--- src/hdl/fbpa_ram.sv ---
// generic simple dual port ram with registered read
`timescale 1ns / 1ps

module fbpa_ram #(
    parameter int WIDTH = 8,
    parameter int DEPTH = 16
) (
    input  logic                     clk,
    input  logic                     wr_en,
    input  logic [$clog2(DEPTH)-1:0] wr_addr,
    input  logic [WIDTH-1:0]         wr_data,
    input  logic [$clog2(DEPTH)-1:0] rd_addr,
    output logic [WIDTH-1:0]         rd_data
);

    logic [WIDTH-1:0] mem [DEPTH];
    logic [WIDTH-1:0] rd_data_reg;

    always_ff @(posedge clk) begin
        if (wr_en) begin
            mem[wr_addr] <= wr_data;
        end
        rd_data_reg <= mem[rd_addr];
    end

    assign rd_data = rd_data_reg;

endmodule

--- config.mk ---
export PLATFORM = sky130hd
export DESIGN_NAME = fbpa_ram
export DESIGN_NICKNAME = d
export VERILOG_FILES = /design/src/hdl/fbpa_ram.sv
export SDC_FILE = /design/constraint.sdc
export NUM_CORES = 1
export LEC_CHECK = 0
export BUFFER_PORTS_ARGS = -buffer_cell sky130_fd_sc_hd__buf_2
export CORE_MARGIN = 2
export CORE_UTILIZATION = 50
export DETAILED_ROUTE_END_ITERATION = 10
export PLACE_DENSITY = 0.69
export SLEW_MARGIN = 20
export SYNTH_ARGS = -nofsm -noshare
export SYNTH_HDL_FRONTEND = slang
export SYNTH_SLANG_ARGS = --single-unit
--- constraint.sdc ---
create_clock -name clk -period 2.56 [get_ports clk]
set_input_delay 0 -clock clk [delete_from_list [all_inputs] [get_ports clk]]
set_output_delay 0 -clock clk [all_outputs]
set_load 0.01 [all_outputs]
Word level (Yosys, flattened, before mapping)
Memories as Yosys holds them, arrays and structs flattened. A register that Yosys moved wholly into a read port is not among the register bits.
Index checks and enable logic that the tools add are counted.
{"block": "op_classes", "mux": 2}
{"cell": "$mux W1", "count": 2}
{"block": "word_totals", "mem_bits_rw": 128, "out_inout_bits": 8, "elab_cells": 3, "regBits": 0, "memories": 1}
{"name": "mem", "words": 16, "word_bits": 8, "read_ports": 1, "rd_ports_with_merged_regs": 1, "wr": 1, "line_no": "16", "source": "logic [WIDTH-1:0] mem [DEPTH];"}

Longest topological paths before layout
{"block": "depth", "depth_word": 2, "depth_mapped": 5, "ltp_nobuf": 3}

Worst setup path before layout
Ideal clock, no wire load.
{"block": "synth_path", "kind": "input to register", "from": "input port wr_addr[2]", "to": "memory mem[0][0], enable pin", "cell_stages": 2, "setup_slack_ps": 1067, "n_path_buf": 0, "arrival_ps": 1110, "cell_sequence": "or3b_2 > nor3_1"}
{"item": "from (decl)", "line_no": "10", "source": "input logic [$clog2(DEPTH)-1:0] wr_addr,"}
{"item": "to (decl)", "line_no": "16"}
No word-level cell before the write port.

==> impl_metrics.yaml <==
synth:
  netlist_area_sq_mm: 0.00515
  synth_top_cell_area_share_pct: 74.7
  syn_nets: 247
  syn_inst: 229
  synth_top_area_cell: "edfxtp_1"
  synth-seq-cells: 136
  synth_cell_types: 19
  syn_avg_cell_area_sq_um: 22.5
  ys_seq_area_share_pct: 77.8
  synth_area_leaders: "edfxtp_1 (75%), mux4_2 (7.9%), mux4_1 (7.1%)"
  yosys_warnings: 0
timing:
  drv_slew: 0
  finalSetupViolCount: 0
  min_period_over_period_pct: 54.6
  hold_viol: 0
  rsz0062_at_grt: "false"
  skew_ps: 9.05
  tightestPinTransition_ps: 929
  relSlewSlack_pct: 37.9
  finalSetupTns_ps: 0
  layout_min_cycle_time_ps: 1400
  max_freq_mhz: 715
min_path:
  hold_path.class: "primary input to flip-flop"
  worstHoldStart: "wr_addr[0]"
  worstHoldEndpoint: "mem[4][1]$_DFFE_PP_"
  min_path_cells: 3
worst_setup_path:
  r2r_end: "rd_data[0]$_DFF_P_"
  rr_worst_depth: 3
  crit_path_start_kind: "flip-flop"
  critPathKind: "flip-flop to flip-flop"
  arrival_ps: 1800
  required_ps: 2960
  cp_max_fo: 1
  end_kind: "flip-flop"
  r2r_start: "mem[5][0]$_DFFE_PP_"
  rrSetupSlack_ps: 1160
clocking:
  clk_latency_ps: 530
  numCtsBuffers: 17
  cts_root_buffer: "clkbuf_8"
  clk_pin_slew_ps: 60
  cts.repair.resized: 0
  h-tree-depth: 4
  clock-sinks: 136
  cts_tree: "done"
  clockBufferDepth: 2
run:
  cap_violations: 0
finish:
  n_antenna_cell: 0
  largest_reg_flops: 128
  final_cell_count_no_fill: 429
  area_growth_pct: 17.6
  fillCellCount: 714
  drive_gt1_share_pct: 28.0
  finalNetCount: 298
place:
  dp.cells: 389
  hpwl_mm: 5.72
  portBuffers: 25
  gp_congestion: 0.712
floorplanning:
  ios: 26
  start_util_pct: 50.8
  rows: 37
  die_area_sq_mm: 0.0111
  die-width_um: 105
  coreArea_sq_mm: 0.0101
  die_h_um: 105
grt:
  grt_pass1_vias: 2514
  antenna_found_initial: 0
  grtUsageTotal_pct: 18.6
  grt_overflow: 0
  grt_pass1_wl_mm: 14.4
  grt_max_degree: 33
routing:
  postRouteWirelength_mm: 9.42
  ant_nets: 0
  wl_per_cell_um: 22.0
  via_count: 2436
  vias_per_cell: 5.68
  drc_errors: 0
  drt-initial-drc-count: 179
  drt_first_pass_iters: 4
outcome:
  status: "completed"
power_and_ir_drop:
  powerDensity_mw_per_mm2: 820
  peakVddDrop_mv: 0.446
  p_leak_nw: 2.03
==> per-layer routing <==
layer  part of all wire (%)  global-route usage, %
met1                     44                   25.4
met3                    5.7                   5.81
met2                     48                   27.1
met5                      0                      0
met4                    2.4                   9.33
==> worst max-delay path by stage <==
stage                             start                  end  cells after the start
finish              mem[5][0]$_DFFE_PP_   rd_data[0]$_DFF_P_                      3
global route        mem[1][0]$_DFFE_PP_   rd_data[0]$_DFF_P_                      3
CTS                 mem[8][4]$_DFFE_PP_   rd_data[4]$_DFF_P_                      3
detailed placement           rd_addr[0]   rd_data[2]$_DFF_P_                      5
global placement             rd_addr[0]   rd_data[2]$_DFF_P_                      5
floorplan                    wr_addr[2]  mem[0][0]$_DFFE_PP_                      2
==> critical path, cell delays in order, from the launching register on <==
cell and delay (ps):
edfxtp_1 370, mux4_1 540, a22oi_1 290, nand2_1 90
==> metrics by stage <==
stage | power [W] | area [sq um] | hold slack, ps | util, % | setup WS, ps
global placement | 0.00277 | 5420 | 386 | 53.5 | 716
CTS | 0.00499 | 6060 | 23.8 | 59.7 | 1140
detailed placement | 0.00277 | 5420 | 393 | 53.5 | 704
global route | 0.00512 | 6060 | 41.4 | 59.7 | 1110
finish | 0.00497 | 6060 | 40.5 | 59.7 | 1160
floorplan | 0.00268 | 5150 | 98.9 | - | 1070
==> repair_timing <==
| item | CTS | global route |
|---|---|---|
| hold buffers | 8 | 0 |
| endpoints found under the hold margin | 128 | 0 |
| setup endpoints to repair | 0 | 0 |
| setup buffers | 0 | 0 |
==> cell families (layout without fill, tap and decap cells) <==
family	after synthesis	count (layout)	synth area share (%)
DFF	136	136	77.8
and+or+nand+nor	35	35	3.18
buffers and inverters	10	74	1.68
AOI/OAI and AO/OA	16	16	2.33
muxes	32	32	15.0
==> Yosys cell counts, drive strengths merged <==
cell type,n
mux4,32
nor3,4
and2,1
nor2,13
nand2,9
nand3b,2
nand3,1
dfxtp,8
buf,7
a22oi,16
and2b,1
nand2b,2
clkdlybuf4s25,3
nor2b,1
edfxtp,128
or3b,1
==> cell type report <==
cell class | count | area, sq um | area share (%)
clock buffer | 18 | 418 | 6.90
multi-input combinational | 83 | 1060 | 17.5
clock inverter | 14 | 134 | 2.21
tap | 136 | 170 | 2.81
timing repair buffer | 42 | 273 | 4.50
sequential | 136 | 4000 | 66.1
==> cell usage in the layout, fill, tap and decap left out, types with 4 or more instances in the layout <==
| master | count |
|---|---|
| mux4_1 | 14 |
| nand2_1 | 9 |
| clkinvlp_4 | 5 |
| buf_4 | 9 |
| nor2_1 | 13 |
| clkbuf_16 | 16 |
| nor3_1 | 4 |
| dlygate4sd3_1 | 8 |
| a22oi_1 | 16 |
| dfxtp_1 | 8 |
| buf_2 | 25 |
| edfxtp_1 | 128 |
| clkinv_2 | 4 |
| mux4_2 | 18 |
==> power breakdown <==
group | leakage [nW] | internal [W] | switching (W)
logic | 0.551 | 0.000101 | 0.000131
registers | 1.22 | 0.00249 | 0.0000122
clock network | 0.257 | 0.00137 | 0.000864
No activity file was read; power rests on OpenSTA's default activity.
