--- config.mk ---
export PLATFORM = sky130hd
export DESIGN_NAME = fbpa_seq
export DESIGN_NICKNAME = d
export VERILOG_FILES = /design/src/hdl/fbpa_pkg.sv /design/src/hdl/fbpa_seq.sv
export SDC_FILE = /design/constraint.sdc
export NUM_CORES = 1
export LEC_CHECK = 0
export BUFFER_PORTS_ARGS = -buffer_cell sky130_fd_sc_hd__buf_2
export CAP_MARGIN = 20
export CORE_AREA = 2 2 54 81
export DETAILED_ROUTE_END_ITERATION = 10
export DIE_AREA = 0 0 56 83
export GPL_TIMING_DRIVEN = 0
export PLACE_DENSITY = 0.59
export SYNTH_ARGS = -nofsm -noshare
export SYNTH_HDL_FRONTEND = slang
export SYNTH_SLANG_ARGS = --single-unit
--- constraint.sdc ---
create_clock -name aclk -period 3.2 [get_ports aclk]
set_clock_uncertainty 0.05 [all_clocks]
set_input_delay 0.64 -clock aclk [delete_from_list [all_inputs] [get_ports aclk]]
set_output_delay 0.64 -clock aclk [all_outputs]
set_load 0.01 [all_outputs]
--- src/hdl/fbpa_pkg.sv ---
// shared types, constants and control word layout for the block pool allocator
`timescale 1ns / 1ps

package fbpa_pkg;

    localparam int ADDR_W         = 32;
    localparam int SIZE_W         = 16;
    localparam int CNT_W          = 11;
    localparam int OP_W           = 2;
    localparam int CFG_IDX_W      = 2;
    localparam int PC_W           = 4;
    localparam int POOL_DEPTH_DEF = 1024;
    localparam int OUT_DATA_W     = ((ADDR_W + CNT_W + 7) / 8) * 8;

    localparam logic [OP_W-1:0] OP_ALLOC = 2'd0;
    localparam logic [OP_W-1:0] OP_FREE  = 2'd1;
    localparam logic [OP_W-1:0] OP_INIT  = 2'd2;

    localparam logic [CFG_IDX_W-1:0] REG_POOL_BASE   = 2'd0;
    localparam logic [CFG_IDX_W-1:0] REG_CHUNK_BYTES = 2'd1;
    localparam logic [CFG_IDX_W-1:0] REG_CHUNK_COUNT = 2'd2;

    localparam logic [CNT_W-1:0]  TOTAL_MAX       = 11'd2047;
    localparam logic [SIZE_W-1:0] MIN_CHUNK       = 16'd8;
    localparam logic [SIZE_W-1:0] CHUNK_BYTES_RST = 16'd8;
    localparam logic [CNT_W-1:0]  CHUNK_COUNT_RST = 11'd1024;

    typedef enum logic [3:0] {
        A_NONE,
        A_ACCEPT,
        A_ALLOC_MUL,
        A_ALLOC_POP,
        A_FREE_PREP,
        A_DIV_STEP,
        A_FREE_PUSH,
        A_INIT_START,
        A_INIT_WRITE,
        A_EMIT
    } act_t;

    typedef enum logic [3:0] {
        C_NEXT,
        C_ALWAYS,
        C_NO_INPUT,
        C_OP_ALLOC,
        C_OP_FREE,
        C_OP_INIT,
        C_HEAD_EMPTY,
        C_FREE_BAD,
        C_DIV_MORE,
        C_REM_NZ,
        C_COUNT_ZERO,
        C_INIT_MORE,
        C_OUT_BUSY
    } cond_t;

    typedef struct packed {
        act_t            act;
        cond_t           cond;
        logic [PC_W-1:0] target;
    } ctrl_t;

    typedef struct packed {
        logic no_input;
        logic op_alloc;
        logic op_free;
        logic op_init;
        logic head_empty;
        logic free_bad;
        logic div_more;
        logic rem_nz;
        logic count_zero;
        logic init_more;
        logic out_busy;
    } flags_t;

endpackage

--- src/hdl/fbpa_seq.sv ---
// microcode sequencer: step counter, control store and jump logic
`timescale 1ns / 1ps

module fbpa_seq (
    input  logic            aclk,
    input  logic            aresetn,
    input  fbpa_pkg::flags_t flags,
    output fbpa_pkg::ctrl_t  ctrl
);

    import fbpa_pkg::*;

    localparam logic [PC_W-1:0] S_IDLE       = 4'd0;
    localparam logic [PC_W-1:0] S_DISP_ALLOC = 4'd1;
    localparam logic [PC_W-1:0] S_DISP_FREE  = 4'd2;
    localparam logic [PC_W-1:0] S_DISP_INIT  = 4'd3;
    localparam logic [PC_W-1:0] S_DISP_OTHER = 4'd4;
    localparam logic [PC_W-1:0] S_ALLOC_READ = 4'd5;
    localparam logic [PC_W-1:0] S_ALLOC_POP  = 4'd6;
    localparam logic [PC_W-1:0] S_FREE_PREP  = 4'd7;
    localparam logic [PC_W-1:0] S_FREE_RANGE = 4'd8;
    localparam logic [PC_W-1:0] S_FREE_DIV   = 4'd9;
    localparam logic [PC_W-1:0] S_FREE_ALIGN = 4'd10;
    localparam logic [PC_W-1:0] S_FREE_PUSH  = 4'd11;
    localparam logic [PC_W-1:0] S_INIT_START = 4'd13;
    localparam logic [PC_W-1:0] S_INIT_LOOP  = 4'd14;
    localparam logic [PC_W-1:0] S_EMIT       = 4'd15;

    function automatic ctrl_t ucode(input logic [PC_W-1:0] pc);
        ctrl_t w;
        case (pc)
            S_IDLE:       w = '{act: A_ACCEPT,     cond: C_NO_INPUT,   target: S_IDLE};
            S_DISP_ALLOC: w = '{act: A_NONE,       cond: C_OP_ALLOC,   target: S_ALLOC_READ};
            S_DISP_FREE:  w = '{act: A_NONE,       cond: C_OP_FREE,    target: S_FREE_PREP};
            S_DISP_INIT:  w = '{act: A_NONE,       cond: C_OP_INIT,    target: S_INIT_START};
            S_DISP_OTHER: w = '{act: A_NONE,       cond: C_ALWAYS,     target: S_EMIT};
            S_ALLOC_READ: w = '{act: A_ALLOC_MUL,  cond: C_HEAD_EMPTY, target: S_EMIT};
            S_ALLOC_POP:  w = '{act: A_ALLOC_POP,  cond: C_ALWAYS,     target: S_EMIT};
            S_FREE_PREP:  w = '{act: A_FREE_PREP,  cond: C_NEXT,       target: S_IDLE};
            S_FREE_RANGE: w = '{act: A_NONE,       cond: C_FREE_BAD,   target: S_EMIT};
            S_FREE_DIV:   w = '{act: A_DIV_STEP,   cond: C_DIV_MORE,   target: S_FREE_DIV};
            S_FREE_ALIGN: w = '{act: A_NONE,       cond: C_REM_NZ,     target: S_EMIT};
            S_FREE_PUSH:  w = '{act: A_FREE_PUSH,  cond: C_ALWAYS,     target: S_EMIT};
            S_INIT_START: w = '{act: A_INIT_START, cond: C_COUNT_ZERO, target: S_EMIT};
            S_INIT_LOOP:  w = '{act: A_INIT_WRITE, cond: C_INIT_MORE,  target: S_INIT_LOOP};
            S_EMIT:       w = '{act: A_EMIT,       cond: C_OUT_BUSY,   target: S_EMIT};
            default:      w = '{act: A_NONE,       cond: C_ALWAYS,     target: S_IDLE};
        endcase
        return w;
    endfunction

    logic [PC_W-1:0] pc_reg;
    logic [PC_W-1:0] pc_next;
    logic            take;

    assign ctrl = ucode(pc_reg);

    always_comb begin
        case (ctrl.cond)
            C_NEXT:       take = 1'b0;
            C_ALWAYS:     take = 1'b1;
            C_NO_INPUT:   take = flags.no_input;
            C_OP_ALLOC:   take = flags.op_alloc;
            C_OP_FREE:    take = flags.op_free;
            C_OP_INIT:    take = flags.op_init;
            C_HEAD_EMPTY: take = flags.head_empty;
            C_FREE_BAD:   take = flags.free_bad;
            C_DIV_MORE:   take = flags.div_more;
            C_REM_NZ:     take = flags.rem_nz;
            C_COUNT_ZERO: take = flags.count_zero;
            C_INIT_MORE:  take = flags.init_more;
            C_OUT_BUSY:   take = flags.out_busy;
            default:      take = 1'b0;
        endcase
    end

    // last step wraps back to idle
    assign pc_next = take ? ctrl.target : pc_reg + 1'b1;

    always_ff @(posedge aclk) begin
        if (!aresetn) begin
            pc_reg <= S_IDLE;
        end else begin
            pc_reg <= pc_next;
        end
    end

endmodule

After elaboration in Yosys (flattened, before gate mapping) --
Memories as Yosys holds them, arrays and structs flattened. A register that Yosys moved wholly into a read port is not among the register bits. Cells that the tools add are included.
Word-level totals: logic and storage cells 18, flip-flop bits (word level) 4, output and inout bits 12, bits in read-only memories 192, memories 1, input bits 13
Memories:
- (name not given) | depth 16, width 12, rd ports 1, clocked after memory_dff 1, write ports 0, line fbpa_seq.sv:31 | case (pc)
Cells by class: equality and inequality tests 12, $add $sub $neg 1, mux-type cells 3
Operators by type and width (count):
- equality test 4 bit (second input constant) | 5
- equality test 4 x 3 -> 1 bit (second input constant) | 4
- case mux 1 bit (12 select lines) | 1
- equality test 4 x 2 -> 1 bit (second input constant) | 2
- two-way mux 4 bit | 2
- adder 4 x 1 -> 4 bit (second input constant) | 1
- equality test 4 x 1 -> 1 bit (second input constant) | 1

Logic depth before layout (Yosys ltp) --
depth after elaboration 4, gate-level depth with buffers 12, mapped depth without buffers 10

Worst setup path after synthesis --
No wires, ideal clock.
path kind input-to-reg, from input flags[4] (netlist name), to register, netlist name ctrl[9], setup slack 0.077 ns, library setup time 0.117 ns, arrival 2.956 ns, data required time 3.033 ns, stages 9, path buffers 0, cells stage by stage mux2_4 -> a32o_2 -> a211oi_4 -> nor2_1 -> a211oi_1 -> inv_1 -> ha_1 -> a22o_1 -> a22o_1
On the way: longest elaborated chain between the ends 3
RTL lines:
- from (decl) | line fbpa_seq.sv:7 | input fbpa_pkg::flags_t flags,
- case mux 1 bit (12 select lines) | line fbpa_seq.sv:59 | case (ctrl.cond)
- two-way mux 4 bit | line fbpa_seq.sv:78 | assign pc_next = take ? ctrl.target : pc_reg + 1'b1;
- two-way mux 4 bit (no source line)
No other way between the ends. A chain may end at the register's enable or synchronous reset.

Final worst setup path --
from register, netlist name ctrl[6], to register, netlist name ctrl[9]
On the way: longest elaborated chain between the ends 4, elaborated cells between the ends (all ways) 15, classes of those cells eq/ne (12); mux (3)
RTL lines (line):
- equality test 4 bit, or another cell as far along | fbpa_seq.sv:59
- case mux 1 bit (12 select lines) * | fbpa_seq.sv:59
- two-way mux 4 bit * | fbpa_seq.sv:78
- two-way mux 4 bit (no source line) *
Every way passes the cells marked *; elsewhere a longest branch is shown, timed or not.

==> run metrics <==
status completed; synth warn 0; die width 56 um; WS Path Type reg -> reg; Diodes inserted 0; Area after DPL 0.00132 mm2; global-route total usage across every layer 0.125; via count of the first global-routing pass 1025; Critical Path AT 3.08 ns; GPL Wtd Cong 0.850; Die Y 83 um; footprint of the multi-input gates 757 um2; Die Footprint 0.00465 mm2; syn_area_per_cell 9.21 um2; final worst slack 0.214 ns; Cells after Synth 124; Post-Syn Area 0.00114 mm2; endpoints failing hold 0; commonest non-fill, non-tap cell in the layout buf_2; RSZ-0062 raised after global routing false; 1st-iter DRT viols 27; cell area after layout 0.00142 mm2; critical path endpoint category flop; Synth cell types 39; Pleak 0.655 nW; Sequential Area 320 um2; CP Launch Type flop; HPWL Detailed 2.25 mm; Vias/cell 5.22; EDFF count, synth 0; overall power 1.86 mW; drt drc 0; Final min period 2.99 ns; antenna violations before repair 0; Max Fclk 0.335 GHz; PortBufs 24; fill cell count 418; r2r setup slk 0.21 ns; CTS buffer count 3; Max clock buf depth 2; most frequent cells in the layout buf_2 (24), dfxtp_1 (16), nand2_1 (11); # IOs 25; HP Class reg -> reg; clock transition at the registers of the reported paths 0.07 ns; Max-cap violations 0; Initial Utilization 0.291; worst vdd ir 665 uV; pre-CTS WS -0.467 ns; vias 1054; Area Overhead vs Synth 24.6%; remaining global-route overflow 0; WL final 2.86 mm; max-slew violation count 0; worst-path maximum fanout 6; Post-DRT Antenna Nets 0; core area 0.00392 mm2; fin crit share 0.933; clock sinks 16; # setup viols final 0; Syn Nets 146; Rel. slew slack 0.557; DR pass1 iterations 4; clock insertion delay at the later pin of the skew report 0.26 ns; Synth Flop Type dfxtp_1; CTS tree built; row count 28; Power Dens Cells 1310 mW/mm2; largest net degree at the start of global routing 11; Clock Root Buffer clkbuf_8; Post-synth ARST share 0; WP data required 3.30 ns; post-synthesis register bit count 16; H-tree depth 1; Largest register FFs 12; final core utilization 0.363; Final #Nets 180; layout cells sized above 1 0.306; Worst-Margin Slew 0.661 ns; wire length per cell 14.1 um; first-pass GRT wire length 4.73 mm; Seq/Total Area, Yosys 0.280
cell families (layout without fill, tap and decap cells):
family / Yosys count / count (layout) / synth area share
simple gates: 32 / 32 / 0.138
mux: 12 / 12 / 0.119
flops: 16 / 16 / 0.280
xor+xnor: 3 / 3 / 0.0230
compound gates: 38 / 38 / 0.273
fa+ha+maj: 9 / 9 / 0.0986
buf+inv: 14 / 47 / 0.0679
synthesized netlist by cell type (all sizes together), types with 2 or more instances:
cell    number  share of area
inv         10          0.035
dfxtp       16           0.28
a211oi       6          0.055
nor3         3          0.013
a32oi        2          0.015
buf          3          0.030
a22o         5          0.038
nand3        4          0.018
o221ai       2          0.015
nor2         7          0.025
o21ai        8          0.035
a21oi        7          0.031
nand2       11          0.036
a221oi       2          0.031
mux2         4          0.049
mux2i        8          0.070
nor2b        2          0.011
ha           9          0.099
xnor2        2          0.015
report_power, final:
| group | internal [mW] | total [mW] | leakage (nW) | switching, mW |
|---|---|---|---|---|
| clock network | 0.109 | 0.183 | 0.0288 | 0.0733 |
| logic | 0.596 | 1.29 | 0.493 | 0.691 |
| registers | 0.295 | 0.390 | 0.133 | 0.0951 |
| total | 1.00 | 1.86 | 0.655 | 0.860 |
final timing paths:
check	to	from	depth (start not counted)
worst min-delay path	pc_reg[0]	pc_reg[0]	1
worst max-delay path	ctrl[9]	ctrl[6]	9
worst min register to register	pc_reg[0]	pc_reg[0]	1
worst max register to register	ctrl[9]	ctrl[6]	9
metrics by stage:
stage / setup TNS, ns / hold WS (ns) / std cells
CTS: 0 / 0.571 / 197
finish: 0 / 0.606 / 202
global placement: -2.87 / 0.525 / 193
floorplan: 0 / 0.477 / 124
detailed placement: -2.97 / 0.545 / 193
global route: 0 / 0.651 / 202
repair_timing:
action	CTS	global route
setup buffers	0	5
pin swaps	0	1
hold buffers	0	0
setup endpoints to repair	8	6
resized for setup	1	1
layout make-up:
cell class / count / share of cell area
Clock buffer: 4 / 0.0387
Sequential cell: 16 / 0.225
Inverter: 10 / 0.0281
Multi-Input combinational cell: 94 / 0.532
Timing Repair Buffer: 29 / 0.111
Tap cell: 45 / 0.0395
Buffer: 4 / 0.0264
routing by layer:
layer | global-route usage | vias up | part of all wire
li1 | - | 518 | -
met4 | 0.0649 | 0 | 0.023
met5 | 0 | - | 0
met2 | 0.233 | 38 | 0.53
met3 | 0.0140 | 4 | 0.057
met1 | 0.134 | 494 | 0.39
critical path, stage by stage, from the launching register on:
cell,delay (ns)
dfxtp_1,0.45
mux2_4,0.33
a32o_2,0.30
a211oi_4,0.33
nor2_1,0.14
a211oi_4,0.38
inv_1,0.17
ha_1,0.35
a22o_1,0.21
a22o_1,0.17
No activity file was read; power rests on OpenSTA's default activity.
